$ cat config.mk
export PLATFORM = sky130hd
export DESIGN_NAME = spi_master_byte_engine_top
export DESIGN_NICKNAME = d
export VERILOG_FILES = /design/src/hw/rtl/spi_mbe_pkg.sv /design/src/hw/rtl/spi_mbe_core.sv /design/src/hw/rtl/spi_mbe_obuf.sv /design/src/hw/rtl/spi_master_byte_engine_top.sv
export SDC_FILE = /design/constraint.sdc
export NUM_CORES = 1
export LEC_CHECK = 0
export BUFFER_PORTS_ARGS = -buffer_cell sky130_fd_sc_hd__buf_2
export CAP_MARGIN = 20
export CORE_MARGIN = 10
export CORE_UTILIZATION = 40
export CTS_BUF_LIST = sky130_fd_sc_hd__clkbuf_2 sky130_fd_sc_hd__clkbuf_4 sky130_fd_sc_hd__clkbuf_8
export DETAILED_ROUTE_END_ITERATION = 7
export GPL_ROUTABILITY_DRIVEN = 0
export SLEW_MARGIN = 40
export SYNTH_ARGS = -nofsm -noshare
export SYNTH_HDL_FRONTEND = slang
export SYNTH_SLANG_ARGS = --single-unit
$ cat constraint.sdc
create_clock -name i_clk -period 4.1 [get_ports i_clk]
set_input_delay 0.82 -clock i_clk [delete_from_list [all_inputs] [get_ports i_clk]]
set_output_delay 0.82 -clock i_clk [all_outputs]
set_load 0.05 [all_outputs]
$ cat src/hw/rtl/spi_mbe_pkg.sv
// Shared types and constants for the SPI master byte engine.
// No dependencies; used by spi_mbe_core, spi_mbe_obuf and the top level.
`default_nettype none

package spi_mbe_pkg;

    // Command codes carried in the mode field of each tick
    localparam logic [1:0] CMD_TICK = 2'd0;
    localparam logic [1:0] CMD_SEND = 2'd1;
    localparam logic [1:0] CMD_RECV = 2'd2;

    // Configuration register indexes
    localparam logic [2:0] REG_SPI_MODE    = 3'd0;
    localparam logic [2:0] REG_HALF_PERIOD = 3'd1;
    localparam logic [2:0] REG_MOSI_EN     = 3'd2;
    localparam logic [2:0] REG_MISO_EN     = 3'd3;
    localparam logic [2:0] REG_CS_EN       = 3'd4;

    localparam int unsigned CFG_IDX_W  = 3;
    localparam int unsigned CFG_DATA_W = 16;

    // Byte shifted out by a receive-only command
    localparam logic [7:0] RECV_ONLY_BYTE = 8'hFF;

    // Engine phases, one-hot
    typedef enum logic [4:0] {
        PH_IDLE  = 5'b00001,
        PH_LEAD  = 5'b00010,
        PH_BIT_A = 5'b00100,
        PH_BIT_B = 5'b01000,
        PH_TAIL  = 5'b10000
    } t_phase;

    // Configuration register set
    typedef struct packed {
        logic [1:0]  spi_mode;
        logic [15:0] half_period;
        logic        mosi_enable;
        logic        miso_enable;
        logic        cs_enable;
    } t_cfg;

    // One result item
    typedef struct packed {
        logic       sck_level;
        logic       mosi_level;
        logic       cs_n;
        logic       busy_res;
        logic       cmd_taken;
        logic       rx_valid;
        logic [7:0] rx_byte;
    } t_result;

endpackage

`default_nettype wire

$ cat src/hw/rtl/spi_mbe_core.sv
// SPI timing engine: phase, bit and tick state plus the per-tick next-state logic.
// Depends on spi_mbe_pkg.
`default_nettype none

module spi_mbe_core (
    input  wire                   i_clk,
    input  wire                   i_rst_n,
    input  wire                   i_step,
    input  spi_mbe_pkg::t_cfg     i_cfg,
    input  wire  [1:0]            i_mode,
    input  wire  [7:0]            i_tx_byte,
    input  wire                   i_last_byte,
    input  wire                   i_miso_level,
    output spi_mbe_pkg::t_result  o_res
);

    spi_mbe_pkg::t_phase r_phase, n_phase;
    logic [2:0]  r_bit_idx, n_bit_idx;
    logic [7:0]  r_tx_shift, n_tx_shift;
    logic [7:0]  r_rx_shift, n_rx_shift;
    logic [15:0] r_tick, n_tick;
    logic        r_cs_low, n_cs_low;
    logic        r_release, n_release;

    logic [15:0] hp;
    logic [15:0] tick_inc;
    logic        expire;
    logic        taken;
    logic        rx_valid;
    logic        cpol;
    logic        cpha;
    logic        in_bit;
    logic        sck_active;

    // Zero half period behaves as one tick
    assign hp       = (i_cfg.half_period == '0) ? 16'd1 : i_cfg.half_period;
    assign tick_inc = r_tick + 16'd1;
    assign expire   = (tick_inc >= hp) || (tick_inc == '0);

    // Next-state logic for one tick
    always_comb begin
        n_phase    = r_phase;
        n_bit_idx  = r_bit_idx;
        n_tx_shift = r_tx_shift;
        n_rx_shift = r_rx_shift;
        n_tick     = r_tick;
        n_cs_low   = r_cs_low;
        n_release  = r_release;
        taken      = 1'b0;
        rx_valid   = 1'b0;

        if (r_phase == spi_mbe_pkg::PH_IDLE) begin
            if (i_mode == spi_mbe_pkg::CMD_SEND || i_mode == spi_mbe_pkg::CMD_RECV) begin
                taken      = 1'b1;
                n_tx_shift = (i_mode == spi_mbe_pkg::CMD_SEND) ? i_tx_byte
                                                               : spi_mbe_pkg::RECV_ONLY_BYTE;
                n_rx_shift = '0;
                n_bit_idx  = 3'd7;
                n_release  = i_last_byte;
                n_tick     = '0;
                if (i_cfg.cs_enable && !r_cs_low) begin
                    n_cs_low = 1'b1;
                    n_phase  = spi_mbe_pkg::PH_LEAD;
                end else begin
                    n_phase  = spi_mbe_pkg::PH_BIT_A;
                end
            end
        end else begin
            n_tick = tick_inc;
            if (expire) begin
                n_tick = '0;
                unique case (r_phase)
                    spi_mbe_pkg::PH_LEAD: begin
                        n_phase = spi_mbe_pkg::PH_BIT_A;
                    end
                    spi_mbe_pkg::PH_BIT_A: begin
                        n_phase = spi_mbe_pkg::PH_BIT_B;
                    end
                    spi_mbe_pkg::PH_BIT_B: begin
                        // sample MISO at the end of the second half
                        if (i_cfg.miso_enable && i_miso_level) begin
                            n_rx_shift[r_bit_idx] = 1'b1;
                        end
                        if (r_bit_idx == 3'd0) begin
                            rx_valid  = 1'b1;
                            n_bit_idx = 3'd7;
                            n_phase   = (r_release && r_cs_low) ? spi_mbe_pkg::PH_TAIL
                                                                : spi_mbe_pkg::PH_IDLE;
                            n_release = 1'b0;
                        end else begin
                            n_bit_idx = r_bit_idx - 3'd1;
                            n_phase   = spi_mbe_pkg::PH_BIT_A;
                        end
                    end
                    spi_mbe_pkg::PH_TAIL: begin
                        n_cs_low = 1'b0;
                        n_phase  = spi_mbe_pkg::PH_IDLE;
                    end
                    default: begin
                        n_phase = spi_mbe_pkg::PH_IDLE;
                    end
                endcase
            end
        end
    end

    // Pin levels after this tick
    assign cpol   = i_cfg.spi_mode[1];
    assign cpha   = i_cfg.spi_mode[0];
    assign in_bit = (n_phase == spi_mbe_pkg::PH_BIT_A) || (n_phase == spi_mbe_pkg::PH_BIT_B);
    assign sck_active = (n_phase == spi_mbe_pkg::PH_BIT_A) ? cpha : !cpha;

    always_comb begin
        o_res.sck_level  = (in_bit && sck_active) ? !cpol : cpol;
        o_res.mosi_level = in_bit && i_cfg.mosi_enable && n_tx_shift[n_bit_idx];
        o_res.cs_n       = !(i_cfg.cs_enable && n_cs_low);
        o_res.busy_res   = (n_phase != spi_mbe_pkg::PH_IDLE);
        o_res.cmd_taken  = taken;
        o_res.rx_valid   = rx_valid;
        o_res.rx_byte    = rx_valid ? n_rx_shift : 8'd0;
    end

    // State registers, advanced once per accepted tick
    always_ff @(posedge i_clk) begin
        if (!i_rst_n) begin
            r_phase    <= spi_mbe_pkg::PH_IDLE;
            r_bit_idx  <= 3'd7;
            r_tx_shift <= '0;
            r_rx_shift <= '0;
            r_tick     <= '0;
            r_cs_low   <= 1'b0;
            r_release  <= 1'b0;
        end else if (i_step) begin
            r_phase    <= n_phase;
            r_bit_idx  <= n_bit_idx;
            r_tx_shift <= n_tx_shift;
            r_rx_shift <= n_rx_shift;
            r_tick     <= n_tick;
            r_cs_low   <= n_cs_low;
            r_release  <= n_release;
        end
    end

endmodule

`default_nettype wire

$ cat src/hw/rtl/spi_mbe_obuf.sv
// Result register with a skid stage so the input side can push one more result under a stall.
// Depends on spi_mbe_pkg.
`default_nettype none

module spi_mbe_obuf (
    input  wire                   i_clk,
    input  wire                   i_rst_n,
    input  wire                   i_push,
    input  spi_mbe_pkg::t_result  i_res,
    output logic                  o_can_push,
    output logic                  o_valid,
    input  wire                   i_ready,
    output spi_mbe_pkg::t_result  o_res
);

    logic                 r_out_v;
    logic                 r_skid_v;
    spi_mbe_pkg::t_result r_out;
    spi_mbe_pkg::t_result r_skid;
    logic                 out_free;

    assign o_can_push = !r_skid_v;
    assign o_valid    = r_out_v;
    assign o_res      = r_out;
    assign out_free   = !r_out_v || i_ready;

    // Valid flags
    always_ff @(posedge i_clk) begin
        if (!i_rst_n) begin
            r_out_v  <= 1'b0;
            r_skid_v <= 1'b0;
        end else if (out_free) begin
            r_out_v  <= r_skid_v || i_push;
            r_skid_v <= 1'b0;
        end else if (i_push) begin
            r_skid_v <= 1'b1;
        end
    end

    // Payload
    always_ff @(posedge i_clk) begin
        if (out_free) begin
            if (r_skid_v) begin
                r_out <= r_skid;
            end else if (i_push) begin
                r_out <= i_res;
            end
        end else if (i_push) begin
            r_skid <= i_res;
        end
    end

endmodule

`default_nettype wire

$ cat src/hw/rtl/spi_master_byte_engine_top.sv
// Top level of the SPI master byte engine: configuration registers, engine, result buffer.
// Depends on spi_mbe_pkg, spi_mbe_core and spi_mbe_obuf.
// A tick's result is registered in the result buffer: its output register, or its skid register.
// Throughput: one tick per cycle while the skid register is empty; single next-state pass per tick.
// A two-deep result buffer keeps input ready high until its skid register fills under a stall.
// Reset (synchronous, active low) idles the engine, releases chip select and
// loads the register defaults: mode 0, half period 1, MOSI/MISO/CS enabled.
`default_nettype none

module spi_master_byte_engine_top (
    input  wire        i_clk,
    input  wire        i_rst_n,
    // configuration write port
    input  wire        i_cfg_wr_en,
    input  wire  [spi_mbe_pkg::CFG_IDX_W-1:0]  i_cfg_idx,
    input  wire  [spi_mbe_pkg::CFG_DATA_W-1:0] i_cfg_wdata,
    // tick input
    input  wire        i_in_valid,
    output logic       o_in_ready,
    input  wire  [1:0] i_mode,
    input  wire  [7:0] i_tx_byte,
    input  wire        i_last_byte,
    input  wire        i_miso_level,
    // result output
    output logic       o_out_valid,
    input  wire        i_out_ready,
    output logic       o_sck_level,
    output logic       o_mosi_level,
    output logic       o_cs_n,
    output logic       o_busy_res,
    output logic       o_cmd_taken,
    output logic       o_rx_valid,
    output logic [7:0] o_rx_byte
);

    spi_mbe_pkg::t_cfg    r_cfg;
    spi_mbe_pkg::t_result core_res;
    spi_mbe_pkg::t_result out_res;
    logic                 step;

    // Configuration registers
    always_ff @(posedge i_clk) begin
        if (!i_rst_n) begin
            r_cfg.spi_mode    <= 2'd0;
            r_cfg.half_period <= 16'd1;
            r_cfg.mosi_enable <= 1'b1;
            r_cfg.miso_enable <= 1'b1;
            r_cfg.cs_enable   <= 1'b1;
        end else if (i_cfg_wr_en) begin
            unique case (i_cfg_idx)
                spi_mbe_pkg::REG_SPI_MODE:    r_cfg.spi_mode    <= i_cfg_wdata[1:0];
                spi_mbe_pkg::REG_HALF_PERIOD: r_cfg.half_period <= i_cfg_wdata;
                spi_mbe_pkg::REG_MOSI_EN:     r_cfg.mosi_enable <= i_cfg_wdata[0];
                spi_mbe_pkg::REG_MISO_EN:     r_cfg.miso_enable <= i_cfg_wdata[0];
                spi_mbe_pkg::REG_CS_EN:       r_cfg.cs_enable   <= i_cfg_wdata[0];
                default: ;
            endcase
        end
    end

    // one transfer on the input channel is one engine tick
    assign step = i_in_valid && o_in_ready;

    spi_mbe_core u_core (
        .i_clk        (i_clk),
        .i_rst_n      (i_rst_n),
        .i_step       (step),
        .i_cfg        (r_cfg),
        .i_mode       (i_mode),
        .i_tx_byte    (i_tx_byte),
        .i_last_byte  (i_last_byte),
        .i_miso_level (i_miso_level),
        .o_res        (core_res)
    );

    spi_mbe_obuf u_obuf (
        .i_clk      (i_clk),
        .i_rst_n    (i_rst_n),
        .i_push     (step),
        .i_res      (core_res),
        .o_can_push (o_in_ready),
        .o_valid    (o_out_valid),
        .i_ready    (i_out_ready),
        .o_res      (out_res)
    );

    assign o_sck_level  = out_res.sck_level;
    assign o_mosi_level = out_res.mosi_level;
    assign o_cs_n       = out_res.cs_n;
    assign o_busy_res   = out_res.busy_res;
    assign o_cmd_taken  = out_res.cmd_taken;
    assign o_rx_valid   = out_res.rx_valid;
    assign o_rx_byte    = out_res.rx_byte;

endmodule

`default_nettype wire

# Word level (Yosys, flattened, before mapping)
# Cells that the tools add are included.
[classes]
reduce_logical = 38
n_bitwise = 3
add_sub_neg = 2
n_eq_ne = 15
n_mux = 49
magnitude_cmp = 4
[op_table]
columns = ["cell", "count"]
rows = [
  ["8-bit 2-to-1 mux", 9],
  ["16-bit 2-to-1 mux", 4],
  ["16-bit logical NOT", 2],
  ["14-bit 2-to-1 mux", 2],
  ["5-bit 2-to-1 mux", 5],
  ["1-bit 2-to-1 mux", 20],
  ["3-bit 2-to-1 mux", 6],
  ["16-bit by 1-bit adder with 16-bit output, second input constant", 1],
  ["16-bit greater-or-equal comparator", 1],
  ["2-bit AND reduction", 8],
  ["5-bit case mux with 3 select lines", 1],
  ["5-bit by 3-bit == test with 1-bit output, second input constant", 2],
  ["5-bit by 4-bit == test with 1-bit output, second input constant", 2],
  ["1-bit logical AND", 9],
  ["3-bit by 4-bit less-than comparator with 1-bit output, second input constant", 2],
  ["8-bit OR", 1],
  ["2-bit nonzero test", 4],
  ["3-bit by 2-bit == test with 1-bit output, second input constant", 2],
  ["1-bit logical NOT", 6],
  ["3-bit logical NOT", 2],
  ["5-bit by 1-bit == test with 1-bit output, second input constant", 1],
  ["5-bit by 2-bit == test with 1-bit output, second input constant", 1],
  ["5-bit == test, second input constant", 1],
  ["1-bit logical OR", 5],
  ["13 further kinds", 14],
]
[word_totals]
elab_cells = 139
reg_bits = 93
inputBits = 36

# Logic depth before layout (Yosys ltp)
# Gate-level depths: netlist (run 1).
[logic_depth]
depth_word = 12
mapped_depth = 18

# Cells and area by module
# Synthesis (run 1) repeated with hierarchy kept, for this count alone.
[unflattened]
cells_unflattened = 560
hier_area_um2 = 5306.3
[modules_own_cells]
columns = ["mod", "seq_area_each_um2", "cells_each", "area_per_inst_um2", "instances"]
rows = [
  ["spi_mbe_core", 840.8, 415, 3274.4, 1],
  ["spi_mbe_obuf", 880.8, 53, 1141.1, 1],
  ["spi_master_byte_engine_top", 420.4, 92, 890.9, 1],
]

# Least setup slack after synthesis (run 1)
# Ideal clock, no wire load.
[synth_path]
kind = "register to register"
start = "register u_core.r_tick[0]"
end = "register u_obuf.r_out (netlist bit u_obuf.o_res[13]), data pin"
t_required_ns = 3.834
arrival_ns = 3.696
path_stages_with_launch = 18
setup_slack_ns = 0.138
setup_time_ns = 0.266
period_less_slack_ns = 3.962
path_cell_list = "dfxtp_1 -> ha_1 -> clkbuf_1 -> and3_1 -> clkbuf_1 -> nand4_1 -> xnor2_1 -> ha_1 -> nand2_1 -> nor2_1 -> a2111oi_0 -> nor2_1 -> or3_1 -> nor2_2 -> mux2i_1 -> nor3_4 -> nand4_1 -> o211ai_1"
[synth_between]
elab_chain_cells = 11
elab_cells_between_ends = 14
classes_between = "1 x add/sub; 1 x order compare; 2 x eq/ne; 6 x mux; 4 x reduce/logical"
[synth_rtl]
columns = ["element", "line_no", "source"]
rows = [
  ["from (decl)", "spi_mbe_core.sv:21", "logic [15:0] r_tick, n_tick;"],
  ["from (signal assigned)", "spi_mbe_core.sv:138", "r_tick <= n_tick;"],
  ["16-bit by 1-bit adder with 16-bit output *", "spi_mbe_core.sv:37", "assign tick_inc = r_tick + 16'd1;"],
  ["16-bit greater-or-equal comparator or 16-bit logical NOT (tied branches)", "spi_mbe_core.sv:38", "assign expire = (tick_inc >= hp) || (tick_inc == '0);"],
  ["1-bit logical OR *", "spi_mbe_core.sv:38", ""],
  ["5-bit 2-to-1 mux *", "spi_mbe_core.sv:70", "if (expire) begin"],
  ["5-bit 2-to-1 mux *", "spi_mbe_core.sv:52", "if (r_phase == spi_mbe_pkg::PH_IDLE) begin"],
  ["5-bit by 3-bit == test with 1-bit output or 5-bit by 4-bit == test with 1-bit output (tied branches)", "spi_mbe_core.sv:110, spi_mbe_core.sv:111", ""],
  ["1-bit 2-to-1 mux or 1-bit logical OR (tied branches)", "spi_mbe_core.sv:111, spi_mbe_core.sv:110", ""],
  ["1-bit logical AND *", "spi_mbe_core.sv:114", "o_res.sck_level = (in_bit && sck_active) ? !cpol : cpol;"],
  ["1-bit 2-to-1 mux *", "spi_mbe_core.sv:114", ""],
  ["14-bit 2-to-1 mux *", "spi_mbe_obuf.sv:45", "end else if (i_push) begin"],
  ["14-bit 2-to-1 mux *", "spi_mbe_obuf.sv:43", "if (r_skid_v) begin"],
  ["to (signal assigned)", "spi_mbe_obuf.sv:44", "r_out <= r_skid;"],
  ["to (signal assigned)", "spi_mbe_obuf.sv:46", "r_out <= i_res;"],
  ["to (decl)", "spi_mbe_obuf.sv:18", "spi_mbe_pkg::t_result r_out;"],
]
# Mark *: on every way between the ends. The rest lies on a longest branch, timed or not. The select of a mux whose other input is x is not followed.
# A chain may end at the register's enable or synchronous reset.

# Final worst setup path (run 1)
[layout_path]
start = "register u_core.r_tick[5]"
end = "register u_obuf.r_out (netlist bit u_obuf.o_res[13]), data pin"
# The elaborated chain is that of the path after synthesis.

==> results.sh, run 1 <==
export IMPL_unrepaired_setup_endpoints_after_global_routing="false"
export IMPL_synthesis_area_mm2=0.00529
export IMPL_routed_via_count=4422
export IMPL_antenna_violation_net_count_after_detailed_routing=0
export IMPL_fraction_of_synthesized_cell_area_taken_by_the_top_area_cell_type=0.246
export IMPL_share_comb_of_total_power=0.195
export IMPL_finalWirelength_mm=13.1
export IMPL_critical_path_peak_fanout=8
export IMPL_grt_max_degree=35
export IMPL_synth_ff_type="dfxtp_1"
export IMPL_layout_cell_area_non_filler_mm2=0.00597
export IMPL_internal_power_mw=1.42
export IMPL_grt_antenna_before_repair=0
export IMPL_setup_tns_ns=0
export IMPL_final_layout_size_suffix_gt1_frac=0.183
export IMPL_tritoncts_clock_tree="built"
export IMPL_drt_first_pass_iters=4
export IMPL_report_final_hold_viol_count=0
export IMPL_fin_worst_hold_slack_ns=0.458
export IMPL_switching_share=0.310
export IMPL_max_cap_viols=0
export IMPL_port_buffers=51
export IMPL_cpMostUsedCell="nor2_1"
export IMPL_timing_max_slew_rel_slack=0.519
export IMPL_clk_latency_ns=0.37
export IMPL_cts_reportedPaths_clkPinSlew_ns=0.10
export IMPL_worst_r2r_startpoint="u_core.r_tick[5]$_SDFFE_PN0P_"
export IMPL_leakage_nw=2.27
export IMPL_cp_slowest_stage_delay_ns=0.47
export IMPL_power_clock_fraction=0.311
export IMPL_synth_seq_area_share=0.405
export IMPL_cts_sinks=93
export IMPL_fin_max_slew_vios=0
export IMPL_die_h_um=135
export IMPL_gr_overflow_total=0
export IMPL_synth_distinct_cells=63
export IMPL_synth_cells_most_frequent="86 x nand2_1, 65 x dfxtp_1, 44 x nor2_1"
export IMPL_ys_top_cells_by_area="dfxtp_1 25%, edfxtp_1 16%, nand2_1 6.1%, ha_1 4.7%, nor2b_1 3.3%"
export IMPL_critPathSlowestCell="or3_4"
export IMPL_cts_root_buffer="clkbuf_8"
export IMPL_cp_num_buf_inv=0
export IMPL_dp_final_hpwl_mm=9.79
export IMPL_synthesis_nets=655
export IMPL_yosysWarnings=0
export IMPL_p_sw_mw=0.640
export IMPL_grtUsageTotal=0.147
export IMPL_clk_path_buf_depth=2
export IMPL_cp_data_arrival_time_ns=3.92
export IMPL_synth_seq_cells=93
export IMPL_setup_reg_to_reg_worst_slack_ns=0.30
export IMPL_floorplan_initialDensity=0.414
export IMPL_cts_made_buffers=9
export IMPL_worst_slew_pin_transition_ns=0.720
export IMPL_pwr_share_seq=0.494
export IMPL_yosysTopAreaCell="dfxtp_1"
export IMPL_critical_path_top_delay_family="simple AND/OR/NAND/NOR gates"
export IMPL_synth_async_sr_flop_share=0
export IMPL_holdBufCountCts=0
export IMPL_holdCritPathClass="reg2reg"
export IMPL_drt_first_iter_violations=286
export IMPL_timing_clock_skew_ns=0.00601
export IMPL_outcome="finished, final reports clean"
export IMPL_vias_in_the_first_global_route=4465
export IMPL_worstHoldStart="u_core.r_rx_shift[5]$_SDFFE_PN0P_"
export IMPL_placement_cell_area_mm2=0.00572
export IMPL_r2r_endpoint="u_obuf.o_res[13]$_DFFE_PP_"
export IMPL_dieWidth_um=135
export IMPL_area_growth_synth_to_final_pct=12.7
export IMPL_irDropWorstVdd_v=0.000258
export IMPL_post_synth_cell_area_avg_um2=8.84
export IMPL_wl_per_cell_um=16.0
export IMPL_min_period_ns=3.80
export IMPL_core_mm2=0.0128
export IMPL_period_share=0.926
export IMPL_htree_levels=3
export IMPL_drc_errors=0
export IMPL_worst_setup_path_endpoint="u_obuf.o_res[13]$_DFFE_PP_"
export IMPL_route_detailed_vias_per_inst=5.41
export IMPL_path_depth=14
export IMPL_timing_reg2reg_worst_path_depth=14
export IMPL_io_pins=52
export IMPL_timing_critical_path_cells="and4_4, and3_1, xor2_1, ha_1, a21oi_1, nor2_1, a2111oi_1, nor2_1, or3_4, nor2_2, mux2i_2, nor3_4, nand4_1, o211ai_1"
export IMPL_maxClockFrequency_mhz=263
export IMPL_report_final_setup_viol=0
export IMPL_cp_start_kind="flip-flop"
export IMPL_timing_critical_path_to_type="flip-flop"
export IMPL_synthMostInstantiatedCell="nand2_1"
export IMPL_antennaDiodeCount=0
export IMPL_cp_startpoint="u_core.r_tick[5]$_SDFFE_PN0P_"
export IMPL_finalNetCount=697
export IMPL_crit_required_ns=4.22
export IMPL_number_of_core_rows=41
export IMPL_floorplan_die_area_mm2=0.0182
export IMPL_first_pass_grt_wire_length_mm=22.2
export IMPL_power_density_mw_per_mm2=346
export IMPL_count_of_flip_flops_with_a_built_in_enable_after_synthesis=28
export IMPL_critical_path_class="reg2reg"
export IMPL_synthCells=599
placed cells by master (no fill, tap or decap), types with 10 or more instances in the layout:
master,synthesis,routed
a211oi_1,10,10
a21boi_0,22,22
a21oi_1,16,16
a22oi_1,14,14
and2_1,12,12
buf_2,2,51
buf_4,3,15
dfxtp_1,65,61
edfxtp_1,28,28
ha_1,20,20
inv_1,22,22
nand2_1,86,86
nand3_1,14,14
nand4_1,11,11
nor2_1,44,44
nor2b_1,28,28
o211ai_1,10,10
o21ai_0,23,22
xnor2_1,15,15
metrics by stage:
step / util / total power, mW / worst slack [ns] / std cells
final: 0.467 / 2.06 / 0.304 / 818
after global routing: 0.467 / 2.17 / 0.00586 / 818
after CTS: 0.464 / 2.08 / 0.0288 / 817
after detailed placement: 0.448 / 1.43 / 0.0462 / 801
after global placement: 0.448 / 1.43 / 0.192 / 801
after floorplan: - / 1.32 / 0.138 / 599
tightest hold or removal path: cells and delay by family (launching register included):
family | cells | cell delay, ns
simple gates | 1 | 0.05
flops | 1 | 0.32
compound gates | 1 | 0.05
timing repair:
action                     4_1_cts  5_1_grt
setup buffers                    0        1
resized for setup                0       14
setup endpoints to repair        0       24
kinds of logic (layout without fill, tap and decap cells):
group | Yosys count | count (layout) | share of synthesized area
AOI/OAI and AO/OA | 141 | 141 | 0.191
xor gates and xnor gates | 21 | 21 | 0.0347
adders and majority gates | 20 | 20 | 0.0473
buffers and inverters | 59 | 106 | 0.0444
DFF | 93 | 93 | 0.405
muxes | 14 | 14 | 0.0284
and+or+nand+nor | 251 | 251 | 0.249
routing by layer:
layer	wire, um	GRT usage
met5	0	0
met3	627	0.0360
met1	5930	0.181
met2	6260	0.244
met4	252	0.0526
final cells by class:
| class | count | area [um^2] |
|---|---|---|
| flip-flops and latches | 93 | 2150 |
| clock inverters | 7 | 81.3 |
| inverters | 24 | 90.1 |
| multi-input cells | 447 | 2940 |
| well taps | 172 | 215 |
| repair buffers | 66 | 368 |
| clock buffers | 9 | 124 |
| fillers | 1242 | 6810 |
power by group through the flow:
stage | registers (mW) | logic [mW] | clock network (mW)
final | 1.02 | 0.402 | 0.641
after global routing | 1.03 | 0.441 | 0.700
after CTS | 1.02 | 0.395 | 0.665
after detailed placement | 1.04 | 0.393 | 0
after global placement | 1.04 | 0.386 | 0
after floorplan | 1.07 | 0.255 | 0
state kept, by name (all words and copies together) (netlist names):
register / cells
u_core.r_tick: 16
u_core.r_bit_idx: 3
u_obuf.r_skid: 14
u_obuf.o_valid: 1
u_core.r_tx_shift: 8
u_core.r_rx_shift: 8
r_cfg: 21
u_obuf.o_res: 14
u_core.r_cs_low: 1
u_core.r_release: 1
u_core.r_phase: 5
u_obuf.r_skid_v: 1
worst min path at each step:
| stage | end | cells past startpoint | slack (ns) |
|---|---|---|---|
| final | u_core.r_rx_shift[5]$_SDFFE_PN0P_ | 2 | 0.46 |
| after floorplan | u_core.r_rx_shift[5]$_SDFFE_PN0P_ | 2 | 0.43 |
| after CTS | u_core.r_rx_shift[5]$_SDFFE_PN0P_ | 2 | 0.46 |
| after global placement | u_core.r_rx_shift[7]$_SDFFE_PN0P_ | 2 | 0.45 |
| after global routing | u_core.r_rx_shift[5]$_SDFFE_PN0P_ | 2 | 0.49 |
| after detailed placement | u_core.r_rx_shift[5]$_SDFFE_PN0P_ | 2 | 0.45 |
Power figures use the tool's default switching activity.
==> run 2, diff against run 1 <==
- CTS_BUF_LIST: sky130_fd_sc_hd__clkbuf_2 sky130_fd_sc_hd__clkbuf_4 sky130_fd_sc_hd__clkbuf_8 -> sky130_fd_sc_hd__clkbuf_8 sky130_fd_sc_hd__clkbuf_16
==> results.sh, run 2 (synthesized netlist as in run 1, its figures left out) <==
export IMPL_timing_reg2reg_worst_path_depth=14
export IMPL_cp_data_arrival_time_ns=3.89
export IMPL_largest_register_ff_count=21
export IMPL_finalWirelength_mm=13.1
export IMPL_critical_path_class="reg2reg"
export IMPL_number_of_core_rows=41
export IMPL_fin_worst_hold_slack_ns=0.455
export IMPL_reg_largest_list="r_cfg x21, u_core.r_tick x16"
export IMPL_first_pass_grt_wire_length_mm=22.3
export IMPL_dieWidth_um=135
export IMPL_grtUsageTotal=0.148
export IMPL_cts_root_buffer="clkbuf_16"
export IMPL_worst_slew_pin_transition_ns=0.724
export IMPL_cp_start_kind="flip-flop"
export IMPL_htree_levels=3
export IMPL_io_pins=52
export IMPL_floorplan_die_area_mm2=0.0182
export IMPL_max_cap_viols=0
export IMPL_wl_per_cell_um=16.1
export IMPL_die_h_um=135
export IMPL_grt_antenna_before_repair=0
export IMPL_timing_critical_path_to_type="flip-flop"
export IMPL_report_final_setup_viol=0
export IMPL_port_buffers=51
export IMPL_min_period_ns=3.80
export IMPL_holdBufCountCts=0
export IMPL_gr_overflow_total=0
export IMPL_cts_sinks=93
export IMPL_drc_errors=0
export IMPL_power_density_mw_per_mm2=375
export IMPL_cts_reportedPaths_clkPinSlew_ns=0.07
export IMPL_route_detailed_vias_per_inst=5.45
export IMPL_drt_first_iter_violations=329
export IMPL_routed_via_count=4457
export IMPL_grt_max_degree=35
export IMPL_critical_path_peak_fanout=8
export IMPL_floorplan_initialDensity=0.414
export IMPL_setup_tns_ns=0
export IMPL_outcome="finished, final reports clean"
export IMPL_fin_max_slew_vios=0
export IMPL_unrepaired_setup_endpoints_after_global_routing="false"
export IMPL_core_mm2=0.0128
export IMPL_clk_path_buf_depth=2
export IMPL_period_share=0.926
export IMPL_final_common_cell="nand2_1"
export IMPL_antennaDiodeCount=0
export IMPL_vias_in_the_first_global_route=4493
export IMPL_drt_first_pass_iters=5
export IMPL_report_final_hold_viol_count=0
export IMPL_mostFrequentLayoutCells="86 x nand2_1, 61 x dfxtp_1, 51 x buf_2"
export IMPL_area_growth_synth_to_final_pct=14.7
export IMPL_maxClockFrequency_mhz=263
export IMPL_finalNetCount=697
export IMPL_antenna_violation_net_count_after_detailed_routing=0
export IMPL_clk_latency_ns=0.35
export IMPL_final_layout_size_suffix_gt1_frac=0.183
export IMPL_cts_made_buffers=9
export IMPL_timing_max_slew_rel_slack=0.517
export IMPL_tritoncts_clock_tree="built"
export IMPL_irDropWorstVdd_v=0.000244
export IMPL_leakage_nw=2.31
export IMPL_dp_final_hpwl_mm=9.79
export IMPL_crit_required_ns=4.19
export IMPL_holdPathStages=2
export IMPL_holdCritPathClass="reg2reg"
export IMPL_timing_clock_skew_ns=0.00604
export IMPL_largest_register="r_cfg"
-- run 2: cell count changes in the layout (fill, tap and decap cells not counted) --
cell       before  now
clkbuf_16       0    9
clkbuf_8        9    0
-- run 2: routing by layer --
layer	up-vias	wire, um	GRT usage
li1	2238	-	-
met1	2067	5760	0.178
met2	130	6330	0.247
met3	22	768	0.0375
met4	0	283	0.0574
met5	-	0	0
-- run 2: critical path, stage by stage, from the launching register on --
cell	delay, ns
dfxtp_1	0.43
and4_4	0.31
and3_1	0.28
xor2_1	0.19
ha_1	0.26
a21oi_1	0.13
nor2_1	0.05
a2111oi_1	0.36
nor2_1	0.14
or3_4	0.47
nor2_2	0.23
mux2i_2	0.39
nor3_4	0.07
nand4_1	0.12
o211ai_1	0.10
-- run 2: through the flow --
| stage | total power [mW] | utilization | instance area, um^2 | std cells | setup slack [ns] |
|---|---|---|---|---|---|
| after floorplan | 1.32 | - | 5290 | 599 | 0.138 |
| after global placement | 1.43 | 0.448 | 5720 | 801 | 0.192 |
| after detailed placement | 1.43 | 0.448 | 5720 | 801 | 0.0462 |
| after CTS | 2.30 | 0.472 | 6030 | 817 | 0.0299 |
| after global routing | 2.39 | 0.475 | 6070 | 818 | 0.00362 |
| final | 2.28 | 0.475 | 6070 | 818 | 0.302 |
-- run 2: cell type report --
type / count / area [um^2]
clock buffers: 9 / 225
clock inverters: 7 / 81.3
fillers: 1228 / 6700
inverters: 24 / 90.1
multi-input cells: 447 / 2940
flip-flops and latches: 93 / 2150
well taps: 172 / 215
repair buffers: 66 / 368
-- run 2: what timing repair did --
action | in CTS | in global routing
resized for setup | 0 | 14
endpoints found under the setup margin | 0 | 24
buffers inserted | 0 | 1
-- run 2: where the power goes --
| part | total, mW | switching (mW) | internal (mW) |
|---|---|---|---|
| Clock | 0.856 | 0.374 | 0.482 |
| Combinational | 0.401 | 0.257 | 0.145 |
| Sequential | 1.02 | 0.0323 | 0.988 |
-- run 2: final timing paths --
| path | end | startpoint | slack, ns |
|---|---|---|---|
| setup / recovery | u_obuf.o_res[13]$_DFFE_PP_ | u_core.r_tick[5]$_SDFFE_PN0P_ | 0.30 |
| hold / removal | u_core.r_rx_shift[5]$_SDFFE_PN0P_ | u_core.r_rx_shift[5]$_SDFFE_PN0P_ | 0.45 |
| setup reg to reg | u_obuf.o_res[13]$_DFFE_PP_ | u_core.r_tick[5]$_SDFFE_PN0P_ | 0.30 |
| hold reg to reg | u_core.r_rx_shift[5]$_SDFFE_PN0P_ | u_core.r_rx_shift[5]$_SDFFE_PN0P_ | 0.45 |
==> run 3, diff against run 2 <==
- CELL_PAD_IN_SITES_DETAIL_PLACEMENT: default -> 0
- CELL_PAD_IN_SITES_GLOBAL_PLACEMENT: default -> 2
- PLACE_DENSITY_LB_ADDON: default -> 0.1
- clock period: 4.1 -> 4.9 ns (I/O delays scaled with it)
==> results.sh, run 3 (synthesized netlist as in run 1, its figures left out) <==
export IMPL_cts_reportedPaths_clkPinSlew_ns=0.07
export IMPL_holdCritPathClass="reg2reg"
export IMPL_first_pass_grt_wire_length_mm=21.9
export IMPL_irDropWorstVdd_v=0.000142
export IMPL_cp_start_kind="flip-flop"
export IMPL_reg_largest_list="r_cfg x21, u_core.r_tick x16"
export IMPL_max_cap_viols=0
export IMPL_holdBufCountCts=0
export IMPL_number_of_core_rows=41
export IMPL_port_buffers=51
export IMPL_crit_required_ns=5.07
export IMPL_mostFrequentLayoutCells="86 x nand2_1, 65 x dfxtp_1, 51 x buf_2"
export IMPL_cts_repair_resized=0
export IMPL_report_final_setup_viol=0
export IMPL_maxClockFrequency_mhz=231
export IMPL_power_density_mw_per_mm2=313
export IMPL_gr_overflow_total=0
export IMPL_cp_data_arrival_time_ns=4.50
export IMPL_post_place_ws_ns=0.629
export IMPL_vias_in_the_first_global_route=4361
export IMPL_floorplan_initialDensity=0.414
export IMPL_min_period_ns=4.33
export IMPL_outcome="finished, final reports clean"
export IMPL_critical_path_peak_fanout=8
export IMPL_final_common_cell="nand2_1"
export IMPL_cts_made_buffers=9
export IMPL_largest_register="r_cfg"
export IMPL_cts_setup_buffers=0
export IMPL_grt_max_degree=56
export IMPL_critical_path_class="reg2reg"
export IMPL_n_fill_cell=1280
export IMPL_worst_slew_pin_transition_ns=0.678
export IMPL_cts_root_buffer="clkbuf_16"
export IMPL_wl_per_cell_um=16.2
export IMPL_largest_register_ff_count=21
export IMPL_clk_path_buf_depth=2
export IMPL_grtUsageTotal=0.149
export IMPL_area_growth_synth_to_final_pct=12.5
export IMPL_dieWidth_um=135
export IMPL_tritoncts_clock_tree="built"
export IMPL_setup_reg_to_reg_worst_slack_ns=0.57
export IMPL_drt_first_pass_iters=4
export IMPL_drt_first_iter_violations=247
export IMPL_route_detailed_vias_per_inst=5.38
export IMPL_htree_levels=3
export IMPL_finalWirelength_mm=13.1
export IMPL_io_pins=52
export IMPL_dp_final_hpwl_mm=9.65
export IMPL_timing_critical_path_to_type="flip-flop"
export IMPL_die_h_um=135
export IMPL_final_setup_worst_slack_ns=0.570
export IMPL_final_layout_size_suffix_gt1_frac=0.154
export IMPL_drc_errors=0
export IMPL_core_mm2=0.0128
export IMPL_routed_via_count=4356
export IMPL_cts_sinks=93
export IMPL_period_share=0.884
export IMPL_timing_max_slew_rel_slack=0.547
export IMPL_report_final_hold_viol_count=0
export IMPL_setup_tns_ns=0
export IMPL_antennaDiodeCount=0
export IMPL_antenna_violation_net_count_after_detailed_routing=0
export IMPL_leakage_nw=2.25
export IMPL_clk_latency_ns=0.36
export IMPL_grt_antenna_before_repair=0
export IMPL_finalNetCount=688
export IMPL_fin_max_slew_vios=0
export IMPL_timing_clock_skew_ns=0.00625
export IMPL_floorplan_die_area_mm2=0.0182
export IMPL_unrepaired_setup_endpoints_after_global_routing="false"
[run 3: changes by cell type in the layout (fill, tap and decap cells not counted), sizes merged]
cell / previous run / this run
buf: 66 / 57
clkinv: 3 / 0
clkinvlp: 0 / 2
inv: 27 / 29
bufinv: 1 / 0
[run 3: layer usage]
| metal | share of wire | wire (um) | global-route usage | up-vias |
|---|---|---|---|---|
| li1 | - | - | - | 2225 |
| met1 | 0.44 | 5730 | 0.170 | 2039 |
| met2 | 0.51 | 6630 | 0.258 | 67 |
| met3 | 0.030 | 391 | 0.0278 | 25 |
| met4 | 0.027 | 351 | 0.0772 | 0 |
| met5 | 0 | 0 | 0 | - |
[run 3: through the flow]
step / instance area, um^2 / std cells / total power [mW] / util / hold WS [ns]
after floorplan: 5290 / 599 / 1.11 / - / 0.430
after global placement: 5660 / 793 / 1.19 / 0.443 / 0.448
after detailed placement: 5660 / 793 / 1.20 / 0.443 / 0.445
after CTS: 5950 / 809 / 1.89 / 0.466 / 0.466
after global routing: 5950 / 809 / 1.96 / 0.466 / 0.496
final: 5950 / 809 / 1.87 / 0.466 / 0.463
[run 3: layout make-up]
class	count	area, um^2	area share
Tap cell	172	215	0.0361
Sequential cell	93	2140	0.360
Inverter	24	90.1	0.0151
Multi-Input combinational cell	447	2920	0.490
Clock buffer	9	225	0.0378
Clock inverter	7	63.8	0.0107
Timing Repair Buffer	57	300	0.0504
[run 3: path summary, 6_finish.rpt]
path / cells past startpoint / end / from
max reg2reg: 13 / u_obuf.o_res[1]$_DFFE_PP_ / u_core.r_tick[0]$_SDFFE_PN0P_
min: 2 / u_core.r_rx_shift[7]$_SDFFE_PN0P_ / u_core.r_rx_shift[7]$_SDFFE_PN0P_
min reg2reg: 2 / u_core.r_rx_shift[7]$_SDFFE_PN0P_ / u_core.r_rx_shift[7]$_SDFFE_PN0P_
max: 13 / u_obuf.o_res[1]$_DFFE_PP_ / u_core.r_tick[0]$_SDFFE_PN0P_
[run 3: critical path, stage by stage (launching register included)]
cell and delay [ns]:
dfxtp_1 0.45, ha_1 0.35, and3_1 0.40, nand3_1 0.13, nor2_1 0.15, xor2_1 0.37
ha_1 0.23, o2111ai_1 0.14, nor4_1 0.51, or3_1 0.35, o21ai_4 0.14, nor3_2 0.48
a22oi_1 0.19, o31ai_1 0.26
[run 3: power by group]
part | internal (mW) | switching [mW] | total [mW]
Combinational | 0.114 | 0.208 | 0.322
Sequential | 0.826 | 0.0261 | 0.852
Clock | 0.357 | 0.335 | 0.692
Total | 1.30 | 0.569 | 1.87
